--- src/rtl/percussive_pitch_amp_envelope_top_assert.svh ---
// Assertion macros for the percussive pitch and amplitude envelope.
// Expects clk and rst_n in the scope of every use.
`ifndef PERCUSSIVE_PITCH_AMP_ENVELOPE_TOP_ASSERT_SVH
`define PERCUSSIVE_PITCH_AMP_ENVELOPE_TOP_ASSERT_SVH

// Check cons in the same cycle as ante.
`define PCENV_ASSERT_NOW(label, ante, cons, msg) \
    label: assert property (@(posedge clk) disable iff (!rst_n) (ante) |-> (cons)) \
        else $error(msg);

// Check cons in the cycle after ante.
`define PCENV_ASSERT_NEXT(label, ante, cons, msg) \
    label: assert property (@(posedge clk) disable iff (!rst_n) (ante) |=> (cons)) \
        else $error(msg);

`endif

--- src/rtl/pcenv_pkg.sv ---
// Shared types and constants of the percussive pitch and amplitude envelope.
// No dependencies; used by every module of the block.
package pcenv_pkg;

    localparam int PITCH_WIDTH  = 24;
    localparam int SAMPLE_WIDTH = 16;
    localparam int LEVEL_W      = 17;
    localparam int CFG_DATA_W   = 16;
    localparam int CFG_ADDR_W   = 3;
    localparam int FACTOR_W     = 20;
    localparam int F29_W        = 34;

    // Shared multiplier operand widths: signed, wide enough for every use.
    localparam int MUL_A_W0 = (PITCH_WIDTH + 1 > SAMPLE_WIDTH) ? PITCH_WIDTH + 1 : SAMPLE_WIDTH;
    localparam int MUL_A_W  = (MUL_A_W0 > LEVEL_W + 1) ? MUL_A_W0 : LEVEL_W + 1;
    localparam int MUL_B_W  = FACTOR_W + 1;
    localparam int MUL_P_W  = MUL_A_W + MUL_B_W;

    localparam logic [LEVEL_W-1:0]    LEVEL_ONE   = 17'h10000;
    localparam logic [CFG_DATA_W-1:0] SWEEP_ONE   = 16'd8192;
    localparam logic [CFG_DATA_W-1:0] DECAY_RESET = 16'd65529;
    localparam logic [CFG_DATA_W-1:0] SWEEP_RESET = 16'd4096;

    typedef enum logic [CFG_ADDR_W-1:0] {
        CFG_PITCH_ENABLE,
        CFG_AMP_ENABLE,
        CFG_PITCH_DECAY,
        CFG_AMP_DECAY,
        CFG_SWEEP_DEPTH
    } pcenv_cfg_addr_t;

    typedef struct packed {
        logic                           restart;
        logic        [PITCH_WIDTH-1:0]  pitch_in;
        logic signed [SAMPLE_WIDTH-1:0] amp_in;
    } pcenv_in_t;

    typedef struct packed {
        logic        [PITCH_WIDTH-1:0]  pitch_out;
        logic signed [SAMPLE_WIDTH-1:0] amp_out;
    } pcenv_out_t;

    typedef struct packed {
        logic                  pitch_enable;
        logic                  amp_enable;
        logic [CFG_DATA_W-1:0] pitch_decay;
        logic [CFG_DATA_W-1:0] amp_decay;
        logic [CFG_DATA_W-1:0] sweep_depth;
    } pcenv_cfg_t;

    typedef struct packed {
        logic signed [MUL_A_W-1:0] a;
        logic signed [MUL_B_W-1:0] b;
    } pcenv_mul_op_t;

endpackage

--- src/rtl/pcenv_mul.sv ---
// Shared signed multiplier with a registered product.
// Depends on pcenv_pkg for operand and product widths.
module pcenv_mul (
    input  logic                                   clk,
    input  pcenv_pkg::pcenv_mul_op_t               op,
    output logic signed [pcenv_pkg::MUL_P_W-1:0]   prod_reg
);

    logic signed [pcenv_pkg::MUL_P_W-1:0] prod_next;

    assign prod_next = $signed(op.a) * $signed(op.b);

    always_ff @(posedge clk)
    begin
        prod_reg <= prod_next;
    end

endmodule

--- src/rtl/pcenv_seq.sv ---
// Sequencer: holds the decay levels, steps one sample through the shared
// multiplier and owns the result register. Depends on pcenv_pkg.
module pcenv_seq (
    input  logic                                  clk,
    input  logic                                  rst_n,
    input  pcenv_pkg::pcenv_cfg_t                 cfg,
    input  logic                                  in_valid,
    output logic                                  in_ready,
    input  pcenv_pkg::pcenv_in_t                  in_data,
    output logic                                  out_valid,
    input  logic                                  out_ready,
    output pcenv_pkg::pcenv_out_t                 out_data,
    output pcenv_pkg::pcenv_mul_op_t              mul_op,
    input  logic signed [pcenv_pkg::MUL_P_W-1:0]  mul_prod
);

    `include "percussive_pitch_amp_envelope_top_assert.svh"

    typedef enum logic [2:0] {
        ST_IDLE,
        ST_FACTOR_MUL,
        ST_FACTOR,
        ST_PITCH_MUL,
        ST_PITCH_LVL,
        ST_AMP_LVL,
        ST_DONE,
        ST_OUT
    } state_t;

    localparam int PSHIFT_W = pcenv_pkg::MUL_P_W - 16;

    state_t                                       state_reg, state_next;
    pcenv_pkg::pcenv_in_t                         item_reg, item_next;
    logic [pcenv_pkg::LEVEL_W-1:0]                pitch_level_reg, pitch_level_next;
    logic [pcenv_pkg::LEVEL_W-1:0]                amp_level_reg, amp_level_next;
    logic [pcenv_pkg::FACTOR_W-1:0]               factor_reg, factor_next;
    logic [pcenv_pkg::PITCH_WIDTH-1:0]            pitch_res_reg, pitch_res_next;
    logic signed [pcenv_pkg::SAMPLE_WIDTH-1:0]    amp_res_reg, amp_res_next;
    logic                                         out_valid_reg, out_valid_next;
    pcenv_pkg::pcenv_out_t                        out_data_reg, out_data_next;

    logic                                         sweep_below;
    logic [pcenv_pkg::CFG_DATA_W-1:0]             sweep_coef;
    logic [pcenv_pkg::F29_W-1:0]                  prod_low;
    logic [pcenv_pkg::F29_W-1:0]                  factor29;
    logic [PSHIFT_W-1:0]                          pitch_shift;
    logic                                         pitch_ovf;
    logic                                         pitch_bypass;
    logic                                         in_beat;
    logic                                         out_free;
    logic                                         restart_beat;
    logic                                         levels_full;
    logic                                         levels_capped;
    logic                                         out_load;

    assign in_ready  = (state_reg == ST_IDLE);
    assign in_beat   = in_valid && in_ready;
    assign out_valid = out_valid_reg;
    assign out_data  = out_data_reg;
    assign out_free  = !out_valid_reg || out_ready;

    // Pitch factor in Q.29, then truncate to Q.16.
    assign sweep_below = (cfg.sweep_depth < pcenv_pkg::SWEEP_ONE);
    assign sweep_coef  = sweep_below ? (pcenv_pkg::SWEEP_ONE - cfg.sweep_depth)
                                     : cfg.sweep_depth;
    assign prod_low    = mul_prod[pcenv_pkg::F29_W-1:0];
    assign factor29    = sweep_below
        ? (prod_low + (pcenv_pkg::F29_W'(cfg.sweep_depth) << 16))
        : (((pcenv_pkg::F29_W'(pcenv_pkg::SWEEP_ONE)
             + pcenv_pkg::F29_W'(cfg.sweep_depth)) << 16) - prod_low);

    assign pitch_shift  = mul_prod[pcenv_pkg::MUL_P_W-1:16];
    assign pitch_ovf    = |pitch_shift[PSHIFT_W-1:pcenv_pkg::PITCH_WIDTH];
    assign pitch_bypass = !cfg.pitch_enable || (cfg.sweep_depth == pcenv_pkg::SWEEP_ONE);

    // Operand select for the shared multiplier.
    always_comb
    begin
        mul_op.a = '0;
        mul_op.b = '0;
        case (state_reg)
            ST_FACTOR_MUL:
            begin
                mul_op.a = pcenv_pkg::MUL_A_W'(pitch_level_reg);
                mul_op.b = pcenv_pkg::MUL_B_W'(sweep_coef);
            end
            ST_FACTOR:
            begin
                mul_op.a = pcenv_pkg::MUL_A_W'($signed(item_reg.amp_in));
                mul_op.b = pcenv_pkg::MUL_B_W'(amp_level_reg);
            end
            ST_PITCH_MUL:
            begin
                mul_op.a = pcenv_pkg::MUL_A_W'(item_reg.pitch_in);
                mul_op.b = pcenv_pkg::MUL_B_W'(factor_reg);
            end
            ST_PITCH_LVL:
            begin
                mul_op.a = pcenv_pkg::MUL_A_W'(pitch_level_reg);
                mul_op.b = pcenv_pkg::MUL_B_W'(cfg.pitch_decay);
            end
            ST_AMP_LVL:
            begin
                mul_op.a = pcenv_pkg::MUL_A_W'(amp_level_reg);
                mul_op.b = pcenv_pkg::MUL_B_W'(cfg.amp_decay);
            end
            default:
            begin
                mul_op.a = '0;
                mul_op.b = '0;
            end
        endcase
    end

    always_comb
    begin
        state_next       = state_reg;
        item_next        = item_reg;
        pitch_level_next = pitch_level_reg;
        amp_level_next   = amp_level_reg;
        factor_next      = factor_reg;
        pitch_res_next   = pitch_res_reg;
        amp_res_next     = amp_res_reg;
        out_valid_next   = out_valid_reg;
        out_data_next    = out_data_reg;

        if (out_valid_reg && out_ready)
        begin
            out_valid_next = 1'b0;
        end

        case (state_reg)
            ST_IDLE:
            begin
                if (in_beat)
                begin
                    item_next  = in_data;
                    state_next = ST_FACTOR_MUL;
                    if (in_data.restart)
                    begin
                        pitch_level_next = pcenv_pkg::LEVEL_ONE;
                        amp_level_next   = pcenv_pkg::LEVEL_ONE;
                    end
                end
            end
            ST_FACTOR_MUL:
            begin
                state_next = ST_FACTOR;
            end
            ST_FACTOR:
            begin
                factor_next = factor29[pcenv_pkg::FACTOR_W+12:13];
                state_next  = ST_PITCH_MUL;
            end
            ST_PITCH_MUL:
            begin
                amp_res_next = cfg.amp_enable
                    ? mul_prod[pcenv_pkg::SAMPLE_WIDTH+15:16]
                    : item_reg.amp_in;
                state_next = ST_PITCH_LVL;
            end
            ST_PITCH_LVL:
            begin
                if (pitch_bypass)
                begin
                    pitch_res_next = item_reg.pitch_in;
                end
                else if (pitch_ovf)
                begin
                    pitch_res_next = '1;
                end
                else
                begin
                    pitch_res_next = pitch_shift[pcenv_pkg::PITCH_WIDTH-1:0];
                end
                state_next = ST_AMP_LVL;
            end
            ST_AMP_LVL:
            begin
                pitch_level_next = mul_prod[pcenv_pkg::LEVEL_W+15:16];
                state_next       = ST_DONE;
            end
            ST_DONE:
            begin
                amp_level_next = mul_prod[pcenv_pkg::LEVEL_W+15:16];
                state_next     = ST_OUT;
            end
            ST_OUT:
            begin
                // Hold here until the result register is free.
                if (out_free)
                begin
                    out_data_next.pitch_out = pitch_res_reg;
                    out_data_next.amp_out   = amp_res_reg;
                    out_valid_next          = 1'b1;
                    state_next              = ST_IDLE;
                end
            end
            default:
            begin
                state_next = ST_IDLE;
            end
        endcase
    end

    always_ff @(posedge clk or negedge rst_n)
    begin
        if (!rst_n)
        begin
            state_reg       <= ST_IDLE;
            item_reg        <= '0;
            pitch_level_reg <= pcenv_pkg::LEVEL_ONE;
            amp_level_reg   <= pcenv_pkg::LEVEL_ONE;
            factor_reg      <= '0;
            pitch_res_reg   <= '0;
            amp_res_reg     <= '0;
            out_valid_reg   <= 1'b0;
            out_data_reg    <= '0;
        end
        else
        begin
            state_reg       <= state_next;
            item_reg        <= item_next;
            pitch_level_reg <= pitch_level_next;
            amp_level_reg   <= amp_level_next;
            factor_reg      <= factor_next;
            pitch_res_reg   <= pitch_res_next;
            amp_res_reg     <= amp_res_next;
            out_valid_reg   <= out_valid_next;
            out_data_reg    <= out_data_next;
        end
    end

    assign restart_beat  = in_beat && in_data.restart;
    assign levels_full   = (pitch_level_reg == pcenv_pkg::LEVEL_ONE)
                        && (amp_level_reg == pcenv_pkg::LEVEL_ONE);
    assign levels_capped = (pitch_level_reg <= pcenv_pkg::LEVEL_ONE)
                        && (amp_level_reg <= pcenv_pkg::LEVEL_ONE);
    assign out_load      = (state_reg == ST_OUT) && out_free;

    `PCENV_ASSERT_NEXT(a_busy_after_beat, in_beat, !in_ready, "accepted a beat while busy")
    `PCENV_ASSERT_NOW(a_level_bound, 1'b1, levels_capped, "decay level above 1.0")
    `PCENV_ASSERT_NEXT(a_restart_level, restart_beat, levels_full, "levels not reloaded")
    `PCENV_ASSERT_NEXT(a_result_load, out_load, out_valid_reg && in_ready, "result not loaded")

endmodule

--- src/rtl/percussive_pitch_amp_envelope_top.sv ---
// Top level of the percussive pitch and amplitude envelope.
// Depends on pcenv_pkg, pcenv_mul and pcenv_seq.
//
//  channel   direction  handshake            beat payload
//  in        sink       in_valid/in_ready    pcenv_in_t   (restart, pitch_in, amp_in)
//  out       source     out_valid/out_ready  pcenv_out_t  (pitch_out, amp_out)
//  cfg       sink       cfg_we (no wait)     cfg_addr, cfg_data
//
// An input beat is taken in the idle state, then seven sequencer steps follow;
// the single shared multiplier is used for the pitch factor, the amplitude, the
// pitch and two level updates, each read back from its registered product.
// Reset loads the register defaults and sets both decay levels to 1.0.
// A finished result sits in the output register; a new input beat is taken
// while it waits, and the sequencer holds its last step until the slot frees.

module percussive_pitch_amp_envelope_top (
    input  logic                                 clk,
    input  logic                                 rst_n,
    input  logic                                 cfg_we,
    input  logic [pcenv_pkg::CFG_ADDR_W-1:0]     cfg_addr,
    input  logic [pcenv_pkg::CFG_DATA_W-1:0]     cfg_data,
    input  logic                                 in_valid,
    output logic                                 in_ready,
    input  pcenv_pkg::pcenv_in_t                 in_data,
    output logic                                 out_valid,
    input  logic                                 out_ready,
    output pcenv_pkg::pcenv_out_t                out_data
);

    pcenv_pkg::pcenv_cfg_t                 cfg_reg, cfg_next;
    pcenv_pkg::pcenv_mul_op_t              mul_op;
    logic signed [pcenv_pkg::MUL_P_W-1:0]  mul_prod;

    // Register file: decode the index, drop writes to unknown indexes.
    always_comb
    begin
        cfg_next = cfg_reg;
        if (cfg_we)
        begin
            case (cfg_addr)
                pcenv_pkg::CFG_PITCH_ENABLE: cfg_next.pitch_enable = cfg_data[0];
                pcenv_pkg::CFG_AMP_ENABLE:   cfg_next.amp_enable   = cfg_data[0];
                pcenv_pkg::CFG_PITCH_DECAY:  cfg_next.pitch_decay  = cfg_data;
                pcenv_pkg::CFG_AMP_DECAY:    cfg_next.amp_decay    = cfg_data;
                pcenv_pkg::CFG_SWEEP_DEPTH:  cfg_next.sweep_depth  = cfg_data;
                default:                     cfg_next = cfg_reg;
            endcase
        end
    end

    always_ff @(posedge clk or negedge rst_n)
    begin
        if (!rst_n)
        begin
            cfg_reg.pitch_enable <= 1'b0;
            cfg_reg.amp_enable   <= 1'b0;
            cfg_reg.pitch_decay  <= pcenv_pkg::DECAY_RESET;
            cfg_reg.amp_decay    <= pcenv_pkg::DECAY_RESET;
            cfg_reg.sweep_depth  <= pcenv_pkg::SWEEP_RESET;
        end
        else
        begin
            cfg_reg <= cfg_next;
        end
    end

    // Shared multiplier: every product of the datapath goes through here.
    pcenv_mul u_mul (
        .clk      (clk),
        .op       (mul_op),
        .prod_reg (mul_prod)
    );

    // Sequencer: step the sample, hold levels, drive the result register.
    pcenv_seq u_seq (
        .clk       (clk),
        .rst_n     (rst_n),
        .cfg       (cfg_reg),
        .in_valid  (in_valid),
        .in_ready  (in_ready),
        .in_data   (in_data),
        .out_valid (out_valid),
        .out_ready (out_ready),
        .out_data  (out_data),
        .mul_op    (mul_op),
        .mul_prod  (mul_prod)
    );

endmodule
--- config.mk ---
export PLATFORM = sky130hd
export DESIGN_NAME = percussive_pitch_amp_envelope_top
export DESIGN_NICKNAME = d
export VERILOG_FILES = /design/src/rtl/pcenv_pkg.sv /design/src/rtl/pcenv_mul.sv /design/src/rtl/pcenv_seq.sv /design/src/rtl/percussive_pitch_amp_envelope_top.sv
export VERILOG_INCLUDE_DIRS = /design/src /design/src/rtl
export SDC_FILE = /design/constraint.sdc
export NUM_CORES = 2
export LEC_CHECK = 0
export BUFFER_PORTS_ARGS = -buffer_cell sky130_fd_sc_hd__buf_2
export CORE_ASPECT_RATIO = 0.8
export CORE_UTILIZATION = 57
export CTS_CLUSTER_DIAMETER = 200
export CTS_CLUSTER_SIZE = 12
export DETAILED_ROUTE_END_ITERATION = 6
export HOLD_SLACK_MARGIN = 0.15
export PLACE_DENSITY = 0.7
export SYNTH_ARGS = -nofsm -noshare
export SYNTH_HDL_FRONTEND = slang
export SYNTH_SLANG_ARGS = --single-unit
--- constraint.sdc ---
create_clock -name clk -period 24.8 [get_ports clk]
set_input_delay 0 -clock clk [delete_from_list [all_inputs] [get_ports clk]]
set_output_delay 0 -clock clk [all_outputs]
set_load 0.02 [all_outputs]
Yosys cells after proc, flatten, opt, wreduce, memory -nomap -nowiden:

Index checks and enable logic that the tools add are counted.

* register bits after elaboration: 274
* bits of input ports: 65
* output and inout bits: 42
* word-level logic and storage cells: 75

* add/subtract/negate cells: 4
* multipliers: 1
* magnitude comparators: 1
* eq/ne operators: 15
* multiplexer cells: 16
* reductions and logical operators: 21

Operators by type and width (count)
* case mux 46 bit (5 select lines): 1
* case mux 17 bit (2 select lines): 2
* two-way mux 24 bit: 2
* multiplier 25 x 21 -> 46 bit: 1
* two-way mux 17 bit: 2
* adder 33 x 32 -> 33 bit: 1
* two-way mux 33 bit: 1
* subtractor 33 bit: 1
* two-way mux 16 bit: 2
* case mux 3 bit (8 select lines): 1
* adder 14 x 16 -> 17 bit (first input constant): 1
* == test 16 x 14 -> 1 bit (second input constant): 1
* less-than comparator 16 x 14 -> 1 bit (second input constant): 1
* AND reduction 2 bit: 8
* subtractor 14 x 16 -> 16 bit (first input constant): 1
* == test 3 bit (second input constant): 5
* == test 3 x 2 -> 1 bit (second input constant): 4
* == test 3 x 1 -> 1 bit (second input constant): 2
* zero test 3 bit: 2
* two-way mux 3 bit: 2
* AND reduction 3 bit: 2
* OR reduction 6 bit: 1
* inequality test 2 bit (second input constant): 2
* nonzero test 2 bit: 2
* other kinds (5): 10

Longest topological paths before layout:

* depth in word-level cells: 4
* depth in mapped cells: 35

Hierarchy:

From an unflattened synthesis, not the netlist that was laid out.

* cells, all modules: 3332
* area total of the unflattened synthesis: 32198.4 µm²

Modules (own cells, without submodules)
* pcenv_mul: times used 1, cells an instance 2215, area an instance 20086.8 µm², seq. area each 920.9 µm²
* pcenv_seq: times used 1, cells an instance 1007, area an instance 10097.2 µm², seq. area each 4456.8 µm²
* percussive_pitch_amp_envelope_top: times used 1, cells an instance 110, area an instance 2014.4 µm², seq. area each 1287.5 µm²

Least setup slack after synthesis:

OpenSTA, ideal clock, no wires.

* kind: reg2reg
* start: register u_seq.state_reg[1]
* end: register u_mul.prod_reg[44] (netlist name)
* arrival: 7960 ps
* data required time: 24728 ps
* setup slack: 16769 ps
* stages on the path, launching flop included: 35
* buffers on the path: 4
* clock period less this slack: 8031 ps
* cells stage by stage: dfrtp_1 > clkbuf_1 > nand2_1 > clkbuf_1 > clkbuf_1 > o22a_1 > nand2_1 > nand2_1 > o21ai_1 > clkbuf_1 > nand2_1 > fa_1 > inv_1 > fa_1 > inv_1 > fa_1 > inv_1 > fa_1 > inv_1 > fa_1 > inv_1 > fa_1 > inv_1 > fa_1 > inv_1 > ha_1 > nand2_1 > a21o_1 > a21boi_2 > a2111o_1 > a31oi_1 > o41a_1 > o221a_2 > o41ai_2 > xor2_1

* cells in the longest elaborated chain, start to end: 3

Ends and longest elaborated chain
* start: declaration: line pcenv_seq.sv:32 `state_t state_reg, state_next;`
* start signal: assignment: line pcenv_seq.sv:222 `state_reg <= state_next;`
* == test 3 bit (tied with other cells): line pcenv_seq.sv:81 `case (state_reg)`
* case mux 46 bit (5 select lines) *: line pcenv_seq.sv:81
* multiplier 25 x 21 -> 46 bit *: line pcenv_mul.sv:11 `assign prod_next = $signed(op.a) * $signed(op.b);`
* named net u_mul.prod_next (one bit): line pcenv_mul.sv:9 `logic signed [pcenv_pkg::MUL_P_W-1:0] prod_next;`
* end signal: assignment: line pcenv_mul.sv:15 `prod_reg <= prod_next;`
* end: declaration: line pcenv_mul.sv:6 `output logic signed [pcenv_pkg::MUL_P_W-1:0] prod_reg`

The timed path passes the listed nets; every way through them passes the cells marked *.
A chain may end at the register's enable or synchronous reset.

Final worst setup path:

* start: register u_seq.state_reg[0]
* end: register u_mul.prod_reg[42] (netlist name)

Same word-level chain as after synthesis.

==> impl_summary.md <==
Timing
In the finished design, the share of the clock period the worst path needs comes to 0.420. Headroom to the max-slew limit came out at 0.124. Setup violations remaining at the end of the flow were counted as 0. The least setup slack across all paths after layout is 14380 ps. The final period demand of the worst path is 10420 ps.

The setup clock skew after layout is 25.8 ps. The max-slew violation total from the final report is 0. The final number of hold-violating endpoints is 0. Setup repair after global routing left no endpoint under its margin. The worst-margin pin slew is 1310 ps.

For the final routed database, the setup TNS stands at 0 ps. The highest clock rate is 96.0 MHz.

Global routing
The overall track demand over capacity in global routing is 0.363. The total global routing overflow is 0. The number of global-route vias before repair is 25500. Entering global routing, the biggest net connects 102 pins.

The first global-routing pass estimated 150 mm of wire. The initial antenna violation count is 2.

Clock network
The TritonCTS sink count is 274. The maximum root-to-sink buffer count is 3. TritonCTS built the clock tree. The buffer type at the clock tree root is sky130_fd_sc_hd__clkbuf_16. The post-cts sizing count is 0. Clock latency on the worst-skew pair, taken at its later pin, is 580 ps. The clock input transition at the sequential cells of the worst setup and hold paths is 60 ps. The number of buffers inserted during clock tree synthesis is 26. In this run the number of H-tree levels came out at 1.

Flow run
Across the run, the number of max-cap violations was 0.

Placement
Routability-driven placement finished with a final weighted congestion of 1.02. The pre-CTS setup slack is 14590 ps. The cell total after placement is 3951.

Detailed placement ended at an HPWL of 75.8 mm. The number of input and output port buffers inserted is 106.

Status
The flow ran to the end, and the final reports show no timing, DRC or antenna violations.

Floorplanning
The initial cell density of the core is 0.583. The overall die area is 55100 um^2. The count of pins on the block boundary is 107.

The region available for standard cell placement spans 52900 um^2. The floorplan die width is 262 um. In this run the core area contains 75 standard-cell rows. The die extent in y is 210 um.

Setup path
The critical register-to-register path endpoint is u_mul.prod_reg[42]. The slack of the worst reg-to-reg path is 14380 ps. In this design, the critical path's most frequently occurring cell is sky130_fd_sc_hd__fa_1. Of all nets on the critical path, the largest fanout is 41. The required time at the worst-slack endpoint is 25240 ps. The worst setup path is captured at a flop. The slowest stage of the critical path belongs to the cell sky130_fd_sc_hd__dfrtp_2. The worst register-to-register path has a depth of 28.

Data arrives at the worst endpoint at 10860 ps. The worst register-to-register path begins at u_seq.state_reg[0]. The type of the worst setup path is reg -> reg. In this design, the stage delay of the slowest critical-path cell is 830 ps. The launching element type of the critical path is a flop.

Logic synthesis
The share of flip-flops with an asynchronous set or reset after synthesis is 0.832. The post-synthesis cell type with the largest combined area is sky130_fd_sc_hd__fa_1. The Yosys step of the flow raised 0 warnings. The number of different library cells used by synthesis comes to 72. In the synthesized netlist the dominant register cell turns out to be sky130_fd_sc_hd__dfrtp_1. The number of synthesized flops with an enable pin is 0. After synthesis the netlist holds a flip-flop and latch count of 274. The area of the mapped netlist is 30800 um^2. The per-instance average area after synthesis is 9.49 um^2.

By area the synthesized netlist is led by sky130_fd_sc_hd__fa_1 (33%), sky130_fd_sc_hd__dfrtp_1 (16%), sky130_fd_sc_hd__inv_1 (6.5%), sky130_fd_sc_hd__ha_1 (6.5%), sky130_fd_sc_hd__nand2_1 (5.3%). For this run, the register share of the synthesized area comes to 0.216. Counting every instance in the synthesized netlist gives 3251.

The share of Yosys cell area claimed by the top area cell type is 0.331.

Power and ir drop
The power per standard cell area is 124 nW/um^2. The worst ir drop on vdd is 0.0816 mV. The leakage power is 16.6 nW.

Final layout
The number of nets in the final layout is 4098. The number of cells in the finished layout apart from fillers is 4077. The layout has 4457 filler cells. The layout overhead on the synthesized area is 9.07%. The ratio of cells with drive above 1 in the final layout is 0.106.

The flip-flop count of the largest register, all copies and words added is 50.

Routing
The vias per cell is 5.96. In the final routed layout, each cell accounts on average for 23.6 um. The total iterations of the first detailed-routing run is 5. Summing over every cut layer, the via total after detailed routing is 24300.

The residual antenna-violating net count after detailed routing is 0. The first routing iteration left 2108 violations. The DRC violations left is 0. The total wirelength of the detailed-routed design is 96.0 mm.

Worst hold path
The hold path endpoint is u_seq.item_reg[33]. In this run the worst hold path is classified as in -> reg. The worst hold path passes through 3 cells. In this run the most critical hold path is launched from in_data[33].
how the worst max path moves through the flow:
stage                    endpoint                from  cells past startpoint
3_5_place_dp   u_mul.prod_reg[43]  u_seq.state_reg[0]                     30
3_3_place_gp   u_mul.prod_reg[45]  u_seq.state_reg[0]                     30
6_report       u_mul.prod_reg[42]  u_seq.state_reg[0]                     28
5_1_grt        u_mul.prod_reg[42]  u_seq.state_reg[0]                     28
2_1_floorplan  u_mul.prod_reg[44]  u_seq.state_reg[1]                     34
4_1_cts        u_mul.prod_reg[43]  u_seq.state_reg[0]                     30
power breakdown:
part | internal (W) | switching, W
Sequential | 0.000644 | 0.000218
Combinational | 0.00104 | 0.00190
Clock | 0.000202 | 0.000182
Total | 0.00189 | 0.00230
cell type report:
| type | count | area (um^2) | share of cell area |
|---|---|---|---|
| Timing Repair Buffer | 225 | 1640 | 0.0489 |
| Inverter | 538 | 2020 | 0.0600 |
| Tap cell | 693 | 867 | 0.0258 |
| Antenna cell | 1 | 2.50 | 0.0000744 |
| Multi-Input combinational cell | 2298 | 21700 | 0.644 |
| Clock inverter | 1 | 30.0 | 0.000893 |
| Sequential cell | 274 | 6670 | 0.198 |
| Clock buffer | 47 | 739 | 0.0220 |
placed cells by master (no fill, tap or decap), types with 6 or more instances in the layout:
cell,instances
sky130_fd_sc_hd__o31ai_1,33
sky130_fd_sc_hd__o21ai_0,109
sky130_fd_sc_hd__xnor2_1,54
sky130_fd_sc_hd__conb_1,6
sky130_fd_sc_hd__and3_1,20
sky130_fd_sc_hd__nand2_1,437
sky130_fd_sc_hd__nand4_1,11
sky130_fd_sc_hd__a21o_1,17
sky130_fd_sc_hd__inv_1,537
sky130_fd_sc_hd__buf_4,42
sky130_fd_sc_hd__nor4_1,8
sky130_fd_sc_hd__nand3_1,26
sky130_fd_sc_hd__nor2b_1,10
sky130_fd_sc_hd__dlygate4sd3_1,76
sky130_fd_sc_hd__o21bai_1,16
sky130_fd_sc_hd__nor3_1,43
sky130_fd_sc_hd__a22oi_1,13
sky130_fd_sc_hd__a221oi_1,6
sky130_fd_sc_hd__ha_1,160
sky130_fd_sc_hd__buf_2,105
sky130_fd_sc_hd__nor2_1,304
sky130_fd_sc_hd__a21oi_1,98
sky130_fd_sc_hd__dfxtp_1,46
sky130_fd_sc_hd__o21a_1,8
sky130_fd_sc_hd__fa_1,510
sky130_fd_sc_hd__clkbuf_16,26
sky130_fd_sc_hd__mux2_2,128
sky130_fd_sc_hd__and2_1,36
sky130_fd_sc_hd__xor2_1,29
sky130_fd_sc_hd__mux2i_1,67
sky130_fd_sc_hd__o22ai_1,22
sky130_fd_sc_hd__nand2b_1,8
sky130_fd_sc_hd__o211ai_1,8
sky130_fd_sc_hd__o22a_1,21
sky130_fd_sc_hd__clkbuf_1,20
sky130_fd_sc_hd__a211oi_1,10
sky130_fd_sc_hd__a22o_1,17
sky130_fd_sc_hd__dfstp_2,31
sky130_fd_sc_hd__dfrtp_1,196
layer usage:
layer | vias up | global-route usage | part of all wire | routed length, um
met5 | - | 0 | 0.00014 | 13
met4 | 2 | 0.112 | 0.034 | 3300
met3 | 236 | 0.0736 | 0.095 | 9120
met2 | 1180 | 0.559 | 0.45 | 43500
met1 | 12400 | 0.521 | 0.42 | 40100
li1 | 10500 | - | - | -
timing repair:
item	in CTS	in global routing
endpoints found under the hold margin	219	0
endpoints found under the setup margin	0	0
hold buffers	77	0
buffers inserted	0	0
metrics by stage:
stage / power (W) / hold WS, ps / utilization / area (um^2)
floorplan: 0.00275 / -296 / - / 30900
global placement: 0.00366 / 95.1 / 0.606 / 32100
detailed placement: 0.00373 / 93.1 / 0.606 / 32100
CTS: 0.00414 / 182 / 0.636 / 33600
global route: 0.00450 / 193 / 0.636 / 33600
finish: 0.00418 / 189 / 0.636 / 33600
synthesized netlist by cell type, types with 10 or more instances:
library cell and number:
sky130_fd_sc_hd__a211oi_1 10, sky130_fd_sc_hd__a21o_1 17, sky130_fd_sc_hd__a21oi_1 100, sky130_fd_sc_hd__a22o_1 17, sky130_fd_sc_hd__a22oi_1 13, sky130_fd_sc_hd__and2_1 37, sky130_fd_sc_hd__and3_1 20, sky130_fd_sc_hd__buf_1 13
sky130_fd_sc_hd__clkbuf_1 126, sky130_fd_sc_hd__dfrtp_1 197, sky130_fd_sc_hd__dfstp_2 31, sky130_fd_sc_hd__dfxtp_1 46, sky130_fd_sc_hd__fa_1 510, sky130_fd_sc_hd__ha_1 160, sky130_fd_sc_hd__inv_1 537, sky130_fd_sc_hd__mux2_2 128
sky130_fd_sc_hd__mux2i_1 67, sky130_fd_sc_hd__nand2_1 437, sky130_fd_sc_hd__nand3_1 26, sky130_fd_sc_hd__nand4_1 11, sky130_fd_sc_hd__nor2_1 305, sky130_fd_sc_hd__nor2b_1 10, sky130_fd_sc_hd__nor3_1 45, sky130_fd_sc_hd__o21ai_0 109
sky130_fd_sc_hd__o21bai_1 16, sky130_fd_sc_hd__o22a_1 21, sky130_fd_sc_hd__o22ai_1 25, sky130_fd_sc_hd__o31ai_1 33, sky130_fd_sc_hd__xnor2_1 54, sky130_fd_sc_hd__xor2_1 29
worst max-delay path, delay by kind of cell (launching register included):
kind / cells / cell delay (ps)
adders and majority gates: 8 / 3860
and+or+nand+nor: 8 / 2830
AOI/OAI and AO/OA: 4 / 1480
buffers and inverters: 7 / 1130
DFF: 1 / 830
xor gates and xnor gates: 1 / 110
cell families after synthesis:
family                   after synthesis  synth area share
AND/OR/NAND/NOR                      922             0.125
buffers and inverters                683            0.0834
adder cells (fa/ha/maj)              670             0.396
AO/OA/AOI/OAI                        422            0.0879
flip-flops                           274             0.216
multiplexers                         195            0.0685
XOR/XNOR                              83            0.0236
other                                  2          0.000243
No activity file was read; power rests on OpenSTA's default activity.
